## config.mk

```make
export PLATFORM = sky130hd
export DESIGN_NAME = expression_tokenizer_core_flat
export DESIGN_NICKNAME = d
export VERILOG_FILES = /design/src/hdl/exptok_pkg.sv /design/src/hdl/exptok_in_if.sv /design/src/hdl/exptok_out_if.sv /design/src/hdl/exptok_dp.sv /design/src/hdl/exptok_ctrl.sv /design/src/hdl/expression_tokenizer_core.sv /design/src/flat_wrapper.sv
export SDC_FILE = /design/constraint.sdc
export NUM_CORES = 1
export LEC_CHECK = 0
export BUFFER_PORTS_ARGS = -buffer_cell sky130_fd_sc_hd__buf_2
export CORE_MARGIN = 4
export CORE_UTILIZATION = 45
export DETAILED_ROUTE_END_ITERATION = 7
export RECOVER_POWER = 25
export SYNTH_ARGS = -nofsm -noshare
export SYNTH_HDL_FRONTEND = slang
export SYNTH_SLANG_ARGS = --single-unit
```

## constraint.sdc

```tcl
create_clock -name i_clk -period 5.1 [get_ports i_clk]
set_input_delay 0.255 -clock i_clk [delete_from_list [all_inputs] [get_ports i_clk]]
set_output_delay 0.255 -clock i_clk [all_outputs]
set_load 0.01 [all_outputs]
```

## src/hdl/exptok_pkg.sv

```systemverilog
// ----------------------------------------------------------------------------
// exptok_pkg
// Shared types, token codes and character helpers for the expression tokenizer.
// ----------------------------------------------------------------------------
package exptok_pkg;

    // Token kinds as they appear on the result channel.
    localparam logic [4:0] KIND_PLUS     = 5'd0;
    localparam logic [4:0] KIND_MINUS    = 5'd1;
    localparam logic [4:0] KIND_STAR     = 5'd2;
    localparam logic [4:0] KIND_SLASH    = 5'd3;
    localparam logic [4:0] KIND_LPAREN   = 5'd4;
    localparam logic [4:0] KIND_RPAREN   = 5'd5;
    localparam logic [4:0] KIND_SEMI     = 5'd6;
    localparam logic [4:0] KIND_END      = 5'd7;
    localparam logic [4:0] KIND_NUMBER   = 5'd8;
    localparam logic [4:0] KIND_NAMECHAR = 5'd9;
    localparam logic [4:0] KIND_KEYWORD0 = 5'd10;
    localparam logic [4:0] KIND_BADCHAR  = 5'd16;
    localparam logic [4:0] KIND_TOOLONG  = 5'd17;

    // Keyword table geometry.
    localparam int NUM_KW     = 6;
    localparam int KW_MAX_LEN = 5;

    typedef enum logic [1:0] {
        ST_ACCEPT,
        ST_NAME,
        ST_TAIL
    } t_state;

    typedef enum logic [1:0] {
        MODE_IDLE,
        MODE_NUMBER,
        MODE_NAME,
        MODE_SWALLOW
    } t_mode;

    // Source of the value loaded into the output register.
    typedef enum logic [2:0] {
        OS_NONE,
        OS_NUMBER,
        OS_WORD,
        OS_TOOLONG,
        OS_IDLE,
        OS_CHAR,
        OS_TAIL
    } t_out_sel;

    typedef struct packed {
        logic     acc_start;
        logic     acc_step;
        logic     word_start;
        logic     word_append;
        logic     word_flush;
        logic     word_clear;
        logic     tail_latch;
        logic     name_step;
        t_out_sel out_sel;
        logic     out_last;
    } t_dp_cmd;

    typedef struct packed {
        logic is_digit;
        logic is_alpha;
        logic idle_res;
        logic tail_res;
        logic kw_hit;
        logic len_full;
        logic last_char;
        logic load_ok;
    } t_dp_stat;

    typedef struct packed {
        logic       has;
        logic [4:0] kind;
    } t_idle;

    function automatic logic is_digit(input logic [7:0] c);
        return (c >= 8'h30) && (c <= 8'h39);
    endfunction

    function automatic logic is_alpha(input logic [7:0] c);
        return ((c >= 8'h41) && (c <= 8'h5A)) || ((c >= 8'h61) && (c <= 8'h7A));
    endfunction

    function automatic logic is_space(input logic [7:0] c);
        return (c == 8'h20) || ((c >= 8'h09) && (c <= 8'h0D));
    endfunction

    // Result that a byte gives when it is seen with no run in progress.
    function automatic t_idle idle_result(input logic [7:0] c);
        t_idle r;
        r.has  = 1'b1;
        r.kind = KIND_BADCHAR;
        case (c)
            8'h2B: r.kind = KIND_PLUS;
            8'h2D: r.kind = KIND_MINUS;
            8'h2A: r.kind = KIND_STAR;
            8'h2F: r.kind = KIND_SLASH;
            8'h28: r.kind = KIND_LPAREN;
            8'h29: r.kind = KIND_RPAREN;
            8'h3B: r.kind = KIND_SEMI;
            8'h00: r.kind = KIND_END;
            default: begin
                if (is_space(c) || is_digit(c) || is_alpha(c)) begin
                    r.has = 1'b0;
                end
            end
        endcase
        return r;
    endfunction

    // Keyword text, zero past the end of each word.
    function automatic logic [7:0] kw_char(input logic [2:0] k, input logic [2:0] pos);
        logic [39:0] w;
        case (k)
            3'd0:    w = {8'h6C, 8'h61, 8'h61, 8'h74, 8'h00}; // laat
            3'd1:    w = {8'h68, 8'h65, 8'h74, 8'h00, 8'h00}; // het
            3'd2:    w = {8'h7A, 8'h69, 8'h6A, 8'h6E, 8'h00}; // zijn
            3'd3:    w = {8'h70, 8'h72, 8'h69, 8'h6E, 8'h74}; // print
            3'd4:    w = {8'h75, 8'h69, 8'h74, 8'h00, 8'h00}; // uit
            3'd5:    w = {8'h65, 8'h6E, 8'h00, 8'h00, 8'h00}; // en
            default: w = '0;
        endcase
        case (pos)
            3'd0:    return w[39:32];
            3'd1:    return w[31:24];
            3'd2:    return w[23:16];
            3'd3:    return w[15:8];
            3'd4:    return w[7:0];
            default: return 8'h00;
        endcase
    endfunction

    function automatic logic [2:0] kw_len(input logic [2:0] k);
        case (k)
            3'd0:    return 3'd4;
            3'd1:    return 3'd3;
            3'd2:    return 3'd4;
            3'd3:    return 3'd5;
            3'd4:    return 3'd3;
            3'd5:    return 3'd2;
            default: return 3'd0;
        endcase
    endfunction

endpackage

```

## src/hdl/exptok_in_if.sv

```systemverilog
// ----------------------------------------------------------------------------
// exptok_in_if
// Text byte channel with a valid/ready handshake.
// ----------------------------------------------------------------------------
interface exptok_in_if;
    logic       valid;
    logic       ready;
    logic [7:0] text_byte;

    modport source (output valid, output text_byte, input ready);
    modport sink   (input valid, input text_byte, output ready);
endinterface

```

## src/hdl/exptok_out_if.sv

```systemverilog
// ----------------------------------------------------------------------------
// exptok_out_if
// Token result channel with a valid/ready handshake.
// ----------------------------------------------------------------------------
interface exptok_out_if;
    logic        valid;
    logic        ready;
    logic [4:0]  token_kind;
    logic [31:0] number_value;
    logic        number_overflowed;
    logic [7:0]  char_value;
    logic        name_last;
    logic        run_last;

    modport source (output valid, output token_kind, output number_value,
                    output number_overflowed, output char_value, output name_last,
                    output run_last, input ready);
    modport sink   (input valid, input token_kind, input number_value,
                    input number_overflowed, input char_value, input name_last,
                    input run_last, output ready);
endinterface

```

## src/hdl/exptok_dp.sv

```systemverilog
// ----------------------------------------------------------------------------
// exptok_dp
// Datapath: number accumulator, word buffer with keyword tracking, output register.
// ----------------------------------------------------------------------------
module exptok_dp #(
    parameter int MAX_NAME = 32
) (
    input  logic                 i_clk,
    input  logic                 i_rst_n,
    input  logic [7:0]           i_text_byte,
    input  exptok_pkg::t_dp_cmd  i_cmd,
    output exptok_pkg::t_dp_stat o_stat,
    input  logic                 i_out_ready,
    output logic                 o_out_valid,
    output logic [4:0]           o_token_kind,
    output logic [31:0]          o_number_value,
    output logic                 o_number_overflowed,
    output logic [7:0]           o_char_value,
    output logic                 o_name_last,
    output logic                 o_run_last
);

    localparam int LW = $clog2(MAX_NAME + 1);
    localparam int AW = $clog2(MAX_NAME);

    logic [7:0]  mem [MAX_NAME];
    logic [7:0]  r_rdata;
    logic [AW-1:0] rd_addr;
    logic          wr_en;
    logic [AW-1:0] wr_addr;

    logic [31:0] r_acc, n_acc;
    logic        r_sat, n_sat;
    logic [LW-1:0] r_len, n_len;
    logic [LW-1:0] r_emit_len;
    logic [AW-1:0] r_idx;
    logic [exptok_pkg::NUM_KW-1:0] r_cand, n_cand;
    logic [7:0]  r_tail_byte;

    logic        r_out_valid;
    logic [4:0]  r_kind;
    logic [31:0] r_num;
    logic        r_ovf;
    logic [7:0]  r_char;
    logic        r_name_last;
    logic        r_run_last;

    logic [35:0] acc_x10;
    logic        load_ok;
    logic        last_char;
    logic        kw_hit;
    logic [2:0]  kw_idx;
    exptok_pkg::t_idle in_idle;
    exptok_pkg::t_idle tail_idle;

    assign load_ok   = !r_out_valid || i_out_ready;
    assign last_char = (LW'(r_idx) + LW'(1)) == r_emit_len;
    assign in_idle   = exptok_pkg::idle_result(i_text_byte);
    assign tail_idle = exptok_pkg::idle_result(r_tail_byte);

    // The first keyword still in the running whose length matches the word.
    always_comb begin
        kw_hit = 1'b0;
        kw_idx = 3'd0;
        for (int k = exptok_pkg::NUM_KW - 1; k >= 0; k--) begin
            if (r_cand[k] && (r_len == LW'(exptok_pkg::kw_len(3'(k))))) begin
                kw_hit = 1'b1;
                kw_idx = 3'(k);
            end
        end
    end

    assign o_stat = '{
        is_digit:  exptok_pkg::is_digit(i_text_byte),
        is_alpha:  exptok_pkg::is_alpha(i_text_byte),
        idle_res:  in_idle.has,
        tail_res:  tail_idle.has,
        kw_hit:    kw_hit,
        len_full:  r_len >= LW'(MAX_NAME),
        last_char: last_char,
        load_ok:   load_ok
    };

    // acc * 10 + digit, saturating at the 32-bit maximum.
    assign acc_x10 = ({4'b0, r_acc} << 3) + ({4'b0, r_acc} << 1)
                   + {32'b0, i_text_byte[3:0]};

    always_comb begin
        n_acc  = r_acc;
        n_sat  = r_sat;
        n_len  = r_len;
        n_cand = r_cand;
        if (i_cmd.acc_start) begin
            n_acc = {28'b0, i_text_byte[3:0]};
            n_sat = 1'b0;
        end else if (i_cmd.acc_step) begin
            if (acc_x10[35:32] != 4'b0) begin
                n_acc = 32'hFFFF_FFFF;
                n_sat = 1'b1;
            end else begin
                n_acc = acc_x10[31:0];
            end
        end
        if (i_cmd.word_start) begin
            n_len = LW'(1);
            for (int k = 0; k < exptok_pkg::NUM_KW; k++) begin
                n_cand[k] = exptok_pkg::kw_char(3'(k), 3'd0) == i_text_byte;
            end
        end else if (i_cmd.word_append) begin
            n_len = r_len + LW'(1);
            for (int k = 0; k < exptok_pkg::NUM_KW; k++) begin
                n_cand[k] = r_cand[k] && (r_len < LW'(exptok_pkg::KW_MAX_LEN))
                          && (exptok_pkg::kw_char(3'(k), r_len[2:0]) == i_text_byte);
            end
        end else if (i_cmd.word_flush || i_cmd.word_clear) begin
            n_len = '0;
        end
    end

    always_ff @(posedge i_clk) begin
        if (!i_rst_n) begin
            r_acc <= '0;
            r_sat <= 1'b0;
            r_len <= '0;
        end else begin
            r_acc <= n_acc;
            r_sat <= n_sat;
            r_len <= n_len;
        end
    end

    always_ff @(posedge i_clk) begin
        r_cand <= n_cand;
        if (i_cmd.word_flush) begin
            r_emit_len <= r_len;
            r_idx      <= '0;
        end else if (i_cmd.name_step && !last_char) begin
            r_idx <= r_idx + AW'(1);
        end
        if (i_cmd.tail_latch) begin
            r_tail_byte <= i_text_byte;
        end
    end

    // Word buffer: one write port, one registered read port.
    assign wr_en   = i_cmd.word_start || i_cmd.word_append;
    assign wr_addr = i_cmd.word_start ? '0 : r_len[AW-1:0];

    always_comb begin
        if (i_cmd.word_flush) begin
            rd_addr = '0;
        end else if (i_cmd.name_step && !last_char) begin
            rd_addr = r_idx + AW'(1);
        end else begin
            rd_addr = r_idx;
        end
    end

    always_ff @(posedge i_clk) begin
        if (wr_en) begin
            mem[wr_addr] <= i_text_byte;
        end
        r_rdata <= mem[rd_addr];
    end

    // Output register.
    always_ff @(posedge i_clk) begin
        if (!i_rst_n) begin
            r_out_valid <= 1'b0;
        end else if (i_cmd.out_sel != exptok_pkg::OS_NONE) begin
            r_out_valid <= 1'b1;
        end else if (i_out_ready) begin
            r_out_valid <= 1'b0;
        end
    end

    always_ff @(posedge i_clk) begin
        if (i_cmd.out_sel != exptok_pkg::OS_NONE) begin
            r_num       <= '0;
            r_ovf       <= 1'b0;
            r_char      <= '0;
            r_name_last <= 1'b0;
            r_run_last  <= i_cmd.out_last;
            case (i_cmd.out_sel)
                exptok_pkg::OS_NUMBER: begin
                    r_kind <= exptok_pkg::KIND_NUMBER;
                    r_num  <= r_acc;
                    r_ovf  <= r_sat;
                end
                exptok_pkg::OS_WORD: begin
                    r_kind <= exptok_pkg::KIND_KEYWORD0 + {2'b0, kw_idx};
                end
                exptok_pkg::OS_TOOLONG: begin
                    r_kind <= exptok_pkg::KIND_TOOLONG;
                end
                exptok_pkg::OS_IDLE: begin
                    r_kind <= in_idle.kind;
                    if (in_idle.kind == exptok_pkg::KIND_BADCHAR) begin
                        r_char <= i_text_byte;
                    end
                end
                exptok_pkg::OS_TAIL: begin
                    r_kind <= tail_idle.kind;
                    if (tail_idle.kind == exptok_pkg::KIND_BADCHAR) begin
                        r_char <= r_tail_byte;
                    end
                end
                exptok_pkg::OS_CHAR: begin
                    r_kind      <= exptok_pkg::KIND_NAMECHAR;
                    r_char      <= r_rdata;
                    r_name_last <= last_char;
                end
                default: begin
                    r_kind <= exptok_pkg::KIND_BADCHAR;
                end
            endcase
        end
    end

    assign o_out_valid         = r_out_valid;
    assign o_token_kind        = r_kind;
    assign o_number_value      = r_num;
    assign o_number_overflowed = r_ovf;
    assign o_char_value        = r_char;
    assign o_name_last         = r_name_last;
    assign o_run_last          = r_run_last;

endmodule

```

## src/hdl/exptok_ctrl.sv

```systemverilog
// ----------------------------------------------------------------------------
// exptok_ctrl
// Controller: scan mode and the sequencing of flushed tokens and name output.
// ----------------------------------------------------------------------------
module exptok_ctrl (
    input  logic                 i_clk,
    input  logic                 i_rst_n,
    input  logic                 i_in_valid,
    output logic                 o_in_ready,
    input  exptok_pkg::t_dp_stat i_stat,
    output exptok_pkg::t_dp_cmd  o_cmd
);

    exptok_pkg::t_state r_state, n_state;
    exptok_pkg::t_mode  r_mode, n_mode;

    always_ff @(posedge i_clk) begin
        if (!i_rst_n) begin
            r_state <= exptok_pkg::ST_ACCEPT;
            r_mode  <= exptok_pkg::MODE_IDLE;
        end else begin
            r_state <= n_state;
            r_mode  <= n_mode;
        end
    end

    always_comb begin
        logic fire;
        logic direct;
        fire       = 1'b0;
        direct     = 1'b0;
        n_state    = r_state;
        n_mode     = r_mode;
        o_in_ready = 1'b0;
        o_cmd      = '0;
        o_cmd.out_sel = exptok_pkg::OS_NONE;

        case (r_state)
            exptok_pkg::ST_ACCEPT: begin
                o_in_ready = i_stat.load_ok;
                fire       = i_in_valid && i_stat.load_ok;
                if (fire) begin
                    case (r_mode)
                        exptok_pkg::MODE_NUMBER: begin
                            if (i_stat.is_digit) begin
                                o_cmd.acc_step = 1'b1;
                            end else begin
                                // Emit the number; any result of the ending byte follows.
                                o_cmd.out_sel    = exptok_pkg::OS_NUMBER;
                                o_cmd.out_last   = !i_stat.idle_res;
                                o_cmd.tail_latch = 1'b1;
                                o_cmd.word_start = i_stat.is_alpha;
                                n_mode = i_stat.is_alpha ? exptok_pkg::MODE_NAME
                                                         : exptok_pkg::MODE_IDLE;
                                if (i_stat.idle_res) begin
                                    n_state = exptok_pkg::ST_TAIL;
                                end
                            end
                        end
                        exptok_pkg::MODE_NAME: begin
                            if (i_stat.is_alpha) begin
                                if (i_stat.len_full) begin
                                    o_cmd.out_sel    = exptok_pkg::OS_TOOLONG;
                                    o_cmd.out_last   = 1'b1;
                                    o_cmd.word_clear = 1'b1;
                                    n_mode = exptok_pkg::MODE_SWALLOW;
                                end else begin
                                    o_cmd.word_append = 1'b1;
                                end
                            end else begin
                                o_cmd.word_flush = 1'b1;
                                o_cmd.tail_latch = 1'b1;
                                o_cmd.acc_start  = i_stat.is_digit;
                                n_mode = i_stat.is_digit ? exptok_pkg::MODE_NUMBER
                                                         : exptok_pkg::MODE_IDLE;
                                if (i_stat.kw_hit) begin
                                    o_cmd.out_sel  = exptok_pkg::OS_WORD;
                                    o_cmd.out_last = !i_stat.idle_res;
                                    if (i_stat.idle_res) begin
                                        n_state = exptok_pkg::ST_TAIL;
                                    end
                                end else begin
                                    n_state = exptok_pkg::ST_NAME;
                                end
                            end
                        end
                        exptok_pkg::MODE_SWALLOW: begin
                            direct = !i_stat.is_alpha;
                        end
                        default: begin
                            direct = 1'b1;
                        end
                    endcase

                    // A byte seen with no run to close.
                    if (direct) begin
                        if (i_stat.idle_res) begin
                            o_cmd.out_sel  = exptok_pkg::OS_IDLE;
                            o_cmd.out_last = 1'b1;
                        end
                        o_cmd.acc_start  = i_stat.is_digit;
                        o_cmd.word_start = i_stat.is_alpha;
                        if (i_stat.is_digit) begin
                            n_mode = exptok_pkg::MODE_NUMBER;
                        end else if (i_stat.is_alpha) begin
                            n_mode = exptok_pkg::MODE_NAME;
                        end else begin
                            n_mode = exptok_pkg::MODE_IDLE;
                        end
                    end
                end
            end
            exptok_pkg::ST_NAME: begin
                if (i_stat.load_ok) begin
                    o_cmd.out_sel   = exptok_pkg::OS_CHAR;
                    o_cmd.out_last  = i_stat.last_char && !i_stat.tail_res;
                    o_cmd.name_step = 1'b1;
                    if (i_stat.last_char) begin
                        n_state = i_stat.tail_res ? exptok_pkg::ST_TAIL
                                                  : exptok_pkg::ST_ACCEPT;
                    end
                end
            end
            exptok_pkg::ST_TAIL: begin
                if (i_stat.load_ok) begin
                    o_cmd.out_sel  = exptok_pkg::OS_TAIL;
                    o_cmd.out_last = 1'b1;
                    n_state = exptok_pkg::ST_ACCEPT;
                end
            end
            default: begin
                n_state = exptok_pkg::ST_ACCEPT;
            end
        endcase
    end

endmodule

```

## src/hdl/expression_tokenizer_core.sv

```systemverilog
// Results are registered: each one is held in the output register until it is taken.
// Throughput: one byte per cycle while the result channel keeps up; a name that is not
// a keyword is sent one letter at a time from the word buffer, and a run that is ended
// by a byte with a result of its own is followed by that result; no byte is taken meanwhile.
// Reset is synchronous and active low; it returns the scanner to idle, with no run open.
// ----------------------------------------------------------------------------
// expression_tokenizer_core
// Streaming lexer that turns a text byte stream into operator, number, keyword,
// name-character and error tokens.
// ----------------------------------------------------------------------------
module expression_tokenizer_core #(
    parameter int MAX_NAME = 32
) (
    input  logic         i_clk,
    input  logic         i_rst_n,
    exptok_in_if.sink    i_text,
    exptok_out_if.source o_token
);

    // The controller owns the scan mode and decides which result goes out when;
    // the datapath owns every value and tells the controller what it sees.
    exptok_pkg::t_dp_cmd  cmd;
    exptok_pkg::t_dp_stat stat;

    // The controller takes a byte only while the output register can accept a
    // new result in the same cycle, so a byte that causes a result is never held
    // back once it has been taken.
    exptok_ctrl u_ctrl (
        .i_clk      (i_clk),
        .i_rst_n    (i_rst_n),
        .i_in_valid (i_text.valid),
        .o_in_ready (i_text.ready),
        .i_stat     (stat),
        .o_cmd      (cmd)
    );

    // The datapath holds the accumulator, the word buffer with its running keyword
    // candidates, and the output register that parts the two channels.
    exptok_dp #(
        .MAX_NAME (MAX_NAME)
    ) u_dp (
        .i_clk               (i_clk),
        .i_rst_n             (i_rst_n),
        .i_text_byte         (i_text.text_byte),
        .i_cmd               (cmd),
        .o_stat              (stat),
        .i_out_ready         (o_token.ready),
        .o_out_valid         (o_token.valid),
        .o_token_kind        (o_token.token_kind),
        .o_number_value      (o_token.number_value),
        .o_number_overflowed (o_token.number_overflowed),
        .o_char_value        (o_token.char_value),
        .o_name_last         (o_token.name_last),
        .o_run_last          (o_token.run_last)
    );

endmodule
```

## src/flat_wrapper.sv

```systemverilog
// flat-port wrapper written by rule: the top's interface ports become plain ports
module expression_tokenizer_core_flat 
#(
    parameter int MAX_NAME = 32
)
  (i_clk, i_rst_n, i_text_valid, i_text_text_byte, i_text_ready, o_token_valid, o_token_token_kind, o_token_number_value, o_token_number_overflowed, o_token_char_value, o_token_name_last, o_token_run_last, o_token_ready);
  exptok_in_if i_text_i ();
  exptok_out_if o_token_i ();
  input  logic i_clk;
  input  logic i_rst_n;
  input wire logic [$bits(i_text_i.valid)-1:0] i_text_valid;
  input wire logic [$bits(i_text_i.text_byte)-1:0] i_text_text_byte;
  output wire logic [$bits(i_text_i.ready)-1:0] i_text_ready;
  output wire logic [$bits(o_token_i.valid)-1:0] o_token_valid;
  output wire logic [$bits(o_token_i.token_kind)-1:0] o_token_token_kind;
  output wire logic [$bits(o_token_i.number_value)-1:0] o_token_number_value;
  output wire logic [$bits(o_token_i.number_overflowed)-1:0] o_token_number_overflowed;
  output wire logic [$bits(o_token_i.char_value)-1:0] o_token_char_value;
  output wire logic [$bits(o_token_i.name_last)-1:0] o_token_name_last;
  output wire logic [$bits(o_token_i.run_last)-1:0] o_token_run_last;
  input wire logic [$bits(o_token_i.ready)-1:0] o_token_ready;
  assign i_text_i.valid = i_text_valid;
  assign i_text_i.text_byte = i_text_text_byte;
  assign i_text_ready = i_text_i.ready;
  assign o_token_valid = o_token_i.valid;
  assign o_token_token_kind = o_token_i.token_kind;
  assign o_token_number_value = o_token_i.number_value;
  assign o_token_number_overflowed = o_token_i.number_overflowed;
  assign o_token_char_value = o_token_i.char_value;
  assign o_token_name_last = o_token_i.name_last;
  assign o_token_run_last = o_token_i.run_last;
  assign o_token_i.ready = o_token_ready;
  expression_tokenizer_core #(.MAX_NAME(MAX_NAME)) u_core (.i_clk(i_clk), .i_rst_n(i_rst_n), .i_text(i_text_i), .o_token(o_token_i));
endmodule
```

== Word-level counts from Yosys, hierarchy flattened ==
Memory sizes are Yosys's and may differ from the RTL's. A register that Yosys moved wholly into a read port is not among the register bits.
Index checks and enable logic that the tools add are counted.

* Register bits: 117
* Bits in writable memories: 256
* Output and inout port bits: 50
* Word-level logic and storage cells: 282
* Memories: 1

* Add/sub/neg operators: 6
* $lt $le $gt $ge: 18
* Eq/ne operators: 59
* Muxes and demuxes: 113
* Bitwise gates (word level): 1
* Reductions and logical operators: 66

{| class="wikitable"
|+ Memory list
! name !! words !! bits a word !! rd ports !! clocked after memory_dff !! write ports !! RTL line !! RTL
|-
| u_core.u_dp.mem || 32 || 8 || 1 || 1 || 1 || exptok_dp.sv:26 || <nowiki>logic [7:0] mem [MAX_NAME];</nowiki>
|}

{| class="wikitable"
|+ Operators with widths
! kind !! count
|-
| 2-to-1 mux 8 bit || 20
|-
| == test 8 x 6 -> 1 bit (second input constant) || 16
|-
| == test 8 bit || 12
|-
| case mux 5 bit (8 select lines) || 2
|-
| case mux 7 bit (3 select lines) || 3
|-
| adder 35 x 33 -> 36 bit || 1
|-
| adder 36 x 4 -> 36 bit || 1
|-
| case mux 7 bit (5 select lines) || 1
|-
| 2-to-1 mux 2 bit || 17
|-
| >= comparator 8 x 7 -> 1 bit (second input constant) || 4
|-
| less-or-equal comparator 8 x 7 -> 1 bit (second input constant) || 4
|-
| 2-to-1 mux 1 bit || 32
|-
| 2-to-1 mux 32 bit || 1
|-
| 2-to-1 mux 3 bit || 10
|-
| case mux 5 bit (6 select lines) || 1
|-
| logical AND 1 bit || 29
|-
| case mux 7 bit (4 select lines) || 1
|-
| 2-to-1 mux 4 bit || 6
|-
| 2-to-1 mux 6 bit || 4
|-
| case mux 8 bit (3 select lines) || 1
|-
| 2-to-1 mux 5 bit || 4
|-
| >= comparator 8 x 4 -> 1 bit (second input constant) || 2
|-
| >= comparator 8 x 6 -> 1 bit (second input constant) || 2
|-
| less-or-equal comparator 8 x 4 -> 1 bit (second input constant) || 2
|-
| 41 further kinds || 87
|}

== Longest topological paths before layout ==
* Depth after elaboration: 17
* Depth in mapped cells: 14
* Mapped depth without buffers: 12

== Hierarchy ==
A second synthesis with hierarchy kept.

* Cells, all modules: 1578
* Area, all modules: 18559.0 µm²

{| class="wikitable"
|+ Modules (own cells, without submodules)
! module !! instances !! cells each !! area an instance (µm²)
|-
| exptok_dp || 1 || 1495 || 17946.0
|-
| exptok_ctrl || 1 || 83 || 613.1
|}

== Worst setup path before layout ==
OpenSTA, ideal clock, no wires.

* Path kind: register to register
* From: reg u_core.u_dp.r_acc[0]
* To: reg u_core.u_dp.r_acc[24]
* Data arrival time: 3.333 ns
* Required time: 4.966 ns
* Path slack: 1.633 ns
* Stages on the path, launching flop included: 13
* Buffers on the path: 1
* Period minus slack after synthesis: 3.467 ns
* Path through: dfxtp_1 -> fa_1 -> fa_1 -> and2_1 -> o2111ai_1 -> a2111oi_0 -> or2_1 -> a221o_1 -> a311oi_2 -> xnor2_1 -> nor4_4 -> buf_2 -> a31oi_1

* Word-level cells in the longest chain between the ends: 4

{| class="wikitable"
|+ Ends and longest elaborated chain
! item !! RTL line !! RTL
|-
| from (decl) || exptok_dp.sv:32 || <nowiki>logic [31:0] r_acc, n_acc;</nowiki>
|-
| from (signal assigned) || exptok_dp.sv:126 || <nowiki>r_acc <= n_acc;</nowiki>
|-
| adder 35 x 33 -> 36 bit (*) || exptok_dp.sv:85 || <nowiki>assign acc_x10 = ({4'b0, r_acc} << 3) + ({4'b0, r_acc} << 1)</nowiki>
|-
| adder 36 x 4 -> 36 bit (*) || exptok_dp.sv:86 || <nowiki>+ {32'b0, i_text_byte[3:0]};</nowiki>
|-
| nonzero test 4 bit || exptok_dp.sv:97 || <nowiki>if (acc_x10[35:32] != 4'b0) begin</nowiki>
|-
| 2-to-1 mux 32 bit (*) || exptok_dp.sv:97 ||
|}

Mark *: on every way between the ends. The rest lies on a longest branch, timed or not.
A chain may end at the register's enable or synchronous reset.

== Worst setup path in the final report ==
* From: in i_text_text_byte[2]
* To: reg u_core.u_dp.r_num[11] (netlist: u_core.u_dp.o_number_value[11]), enable pin

* Word-level cells in the longest chain between the ends: 12

{| class="wikitable"
|+ Ends and longest elaborated chain
! item !! RTL line !! RTL
|-
| from (decl) || flat_wrapper.sv:12 || <nowiki>input wire logic [$bits(i_text_i.text_byte)-1:0] i_text_text_byte;</nowiki>
|-
| >= comparator 8 x 4 -> 1 bit or less-or-equal comparator 8 x 4 -> 1 bit (tied branches) || exptok_pkg.sv:88 || <nowiki>return (c == 8'h20) || ((c >= 8'h09) && (c <= 8'h0D));</nowiki>
|-
| logical AND 1 bit || exptok_pkg.sv:88 ||
|-
| logical OR 1 bit || exptok_pkg.sv:88 ||
|-
| logical OR 1 bit (2 in a row) || exptok_pkg.sv:106 || <nowiki>if (is_space(c) || is_digit(c) || is_alpha(c)) begin</nowiki>
|-
| 2-to-1 mux 1 bit || exptok_pkg.sv:106 ||
|-
| 2-to-1 mux 1 bit || exptok_pkg.sv:96 || <nowiki>case (c)</nowiki>
|-
| 2-to-1 mux 4 bit || exptok_ctrl.sv:97 || <nowiki>if (i_stat.idle_res) begin</nowiki>
|-
| 2-to-1 mux 4 bit (*) || exptok_ctrl.sv:96 || <nowiki>if (direct) begin</nowiki>
|-
| 2-to-1 mux 4 bit (*) || exptok_ctrl.sv:42 || <nowiki>if (fire) begin</nowiki>
|-
| case mux 4 bit (3 select lines) (*) || exptok_ctrl.sv:38 || <nowiki>case (r_state)</nowiki>
|-
| nonzero test 3 bit (*) || exptok_dp.sv:178 || <nowiki>if (i_cmd.out_sel != exptok_pkg::OS_NONE) begin</nowiki>
|-
| to (signal assigned) || exptok_dp.sv:187 || <nowiki>r_num <= r_acc;</nowiki>
|-
| to (decl) || exptok_dp.sv:42 || <nowiki>logic [31:0] r_num;</nowiki>
|}

Mark *: on every way between the ends. The rest lies on a longest branch, timed or not. The select of a mux whose other input is x is not followed.

==> out/summary.txt <==
Vias in the first global route -> 12959
CTS tree -> done
Synth Flop Type -> edfxtp_1
Starting Density -> 45.6%
# setup viols final -> 0
Share of cells above drive strength 1 -> 9.49%
Post-synthesis cell type count -> 79
Total clock sinks -> 381
Post-CTS Setup Bufs -> 0
Pin count of the biggest net entering global routing -> 107
Max_slew headroom -> -23.5%
Net Count, Synth -> 1789
Critical path arrival -> 4.38 ns
Top Ports -> 62
Clock-pin slew on the worst setup and hold paths -> 0.06 ns
DRT Pass-1 Iters -> 5
Root buffer cell -> clkbuf_16
Placed Instance Area -> 19500 um2
Largest cells by area after synthesis -> edfxtp_1 (52%), dfxtp_1 (6.1%), nand2_1 (6.0%)
Post-route ant nets -> 0
Routability-driven placement congestion ratio -> 0.888
Worst skew pair latency -> 0.57 ns
Worst hold path class -> in2reg
# resized after CTS -> 0
# hold bufs at CTS -> 0
RSZ-0062 raised after global routing -> false
CP required -> 5.28 ns
First-pass GRT wire length -> 75600 um
Final Instance Area -> 20800 um2
Post-synthesis async set-or-reset flop share -> 0%
Via count -> 13552
Final WL -> 48900 um
Total core area -> 40900 um2
Power Density -> 391 nW/um2
TNS Setup -> 0 ns
Startpoint types -> primary input
Lkg Pwr -> 7.49 nW
Failing checks -> max-capacitance violations, max-slew violations
Die area -> 44800 um2
DR vias/cell -> 5.88
Post-synth top area cell -> edfxtp_1
Ys Warns -> 0
Max frequency -> 238 MHz
Mapped Avg Cell Area -> 11.0 um2
Type of the worst setup path -> in2reg
CP Capture Type -> flip-flop
Syn Std Cell Area -> 18600 um2
Minimum clock period -> 4.20 ns
Commonest non-fill, non-tap cell in the layout -> edfxtp_1
1st-iter DRT viols -> 1120
CP max FO -> 49
Synth top area share -> 52.2%
Clock Skew -> 0.0213 ns
Mapped Cells -> 1700
Port-buffer cells -> 61
Fillers -> 3636
DR DRC count -> 0
Status -> finished with violations
Clock Path Buffers -> 3
GRT overflow -> 0
CTS Buf Count -> 40
Wire per inst -> 21.2 um
Final slew viol count -> 125
Post-synth EDFFs -> 324
VDD IR max -> 0.303 mV
Post-DP HPWL -> 32600 um
Num rows -> 74
Seq/Total Area, Yosys -> 58.3%
Antenna violations before repair -> 2
Worst slew pin tran -> 1.85 ns
Die height -> 212 um
P&R area growth vs syn -> 11.7%
Synth Register Bits -> 381
Die span in x -> 212 um
H-tree Lvls -> 2
Tcrit/Tclk final -> 82.4%
Fin. Hold Viols -> 0
Final nets -> 1828
Max Cap Viol -> 4
Most frequent cells in the layout -> edfxtp_1 (324), nand2_1 (296), nor2_1 (106)
Total GRT Usage -> 21.5%
==> worst paths after layout <==
| path | from | end | slack (ns) | cells past startpoint |
|---|---|---|---|---|
| worst max-delay path | i_text_text_byte[2] | u_core.u_dp.o_number_value[11]$_SDFFCE_PN0P_ | 0.90 | 10 |
| worst min-delay path | i_rst_n | u_core.u_dp.r_acc[1]$_SDFFE_PN0P_ | 0.06 | 3 |
| worst max register to register | u_core.u_dp.r_idx[0]$_DFF_P_ | u_core.u_dp.r_rdata[1]$_DFF_P_ | 1.05 | 12 |
| worst min register to register | u_core.u_dp.r_sat$_SDFFE_PP0P_ | u_core.u_dp.r_sat$_SDFFE_PP0P_ | 0.45 | 2 |
==> worst max-delay path: stages <==
cell      delay, ns
clkbuf_1       0.73
clkbuf_1       0.59
a21oi_1        0.18
o221ai_4       0.41
o311ai_0       0.28
nor2_1         0.16
nand3_1        0.24
a22oi_1        0.47
nor2_1         0.12
nand2_2        0.87
==> cells in the mapped netlist (all sizes together), types with 4 or more instances <==
master     n
ha        75
edfxtp   324
clkbuf    58
and2      43
o31ai      8
nor2b     14
nor3b      6
dfxtp     57
a22oi      4
and3       8
nand2    297
o221ai     4
a32oi     33
a2111oi   10
buf       36
nand3b     4
o211ai    10
a21oi     78
nand2b    13
a222oi     8
nand4     20
or3        9
inv       33
nor4       4
nor3      29
a21boi     4
a211oi     4
a21o      13
mux2i     20
o21ai     83
a41oi      4
a31oi     63
o41ai      5
xnor2     28
xor2      21
or2        5
nor2     107
o21a       9
o22ai     11
nand3    101
==> cells by family (layout without fill, tap and decap cells) <==
| group | Yosys count | after routing | synth area share (%) |
|---|---|---|---|
| compound gates | 377 | 377 | 13.4 |
| buf+inv | 128 | 198 | 3.08 |
| simple gates | 666 | 666 | 16.4 |
| mux | 22 | 22 | 1.21 |
| xor+xnor | 49 | 49 | 2.30 |
| flops | 381 | 381 | 58.3 |
| other cells | 0 | 1 | 0 |
| fa+ha+maj | 77 | 77 | 5.25 |
==> power breakdown <==
part	total, mW	internal, mW	switching, mW	leakage [nW]
registers	3.56	3.48	0.0770	3.43
clock network	3.05	1.82	1.24	0.674
logic	1.53	0.483	1.05	3.39
total	8.14	5.78	2.36	7.49
==> metrics by stage <==
step | hold WS, ns | instances | setup WS (ns) | utilization [%] | power [mW]
floorplan | 0.354 | 1700 | 1.63 | - | 4.64
global placement | 0.437 | 2229 | 1.10 | 47.5 | 5.14
detailed placement | 0.441 | 2229 | 1.03 | 47.5 | 5.15
CTS | 0.0190 | 2302 | 1.12 | 50.9 | 8.20
global route | 0.0615 | 2303 | 0.531 | 50.9 | 8.50
finish | 0.0570 | 2303 | 0.896 | 50.9 | 8.14
==> routing by layer <==
layer  up-vias  global-route usage [%]  routed length [um]
li1       6412                       -                   -
met1      6585                    30.4               21900
met2       466                    33.9               22200
met3        89                    4.43                3390
met4         0                    6.37                1370
met5         -                       0                   0
==> flip-flops by register name, indices dropped and copies added, names as in the netlist, 2 cells and up <==
register and count:
u_core.u_ctrl.r_state 2, u_core.u_dp.r_len 6, u_core.u_dp.r_emit_len 6, u_core.u_dp.mem 256, u_core.u_dp.r_rdata 8, u_core.u_dp.o_number_value 32, u_core.u_dp.r_acc 32, u_core.u_dp.o_char_value 8
u_core.u_dp.r_idx 5, u_core.u_dp.r_tail_byte 8, u_core.u_ctrl.r_mode 2, u_core.u_dp.o_token_kind 5, u_core.u_dp.r_cand 6
==> final cells by class <==
type	count	area, um2	share of cell area [%]
antenna	1	2.50	0.0120
timing repair buffer	91	524	2.52
sequential	381	10900	52.2
clock buffer	53	1120	5.39
multi-input combinational	1191	7230	34.8
tap	532	666	3.20
inverter	34	130	0.625
clock inverter	20	267	1.28
No activity file was read; power rests on OpenSTA's default activity.
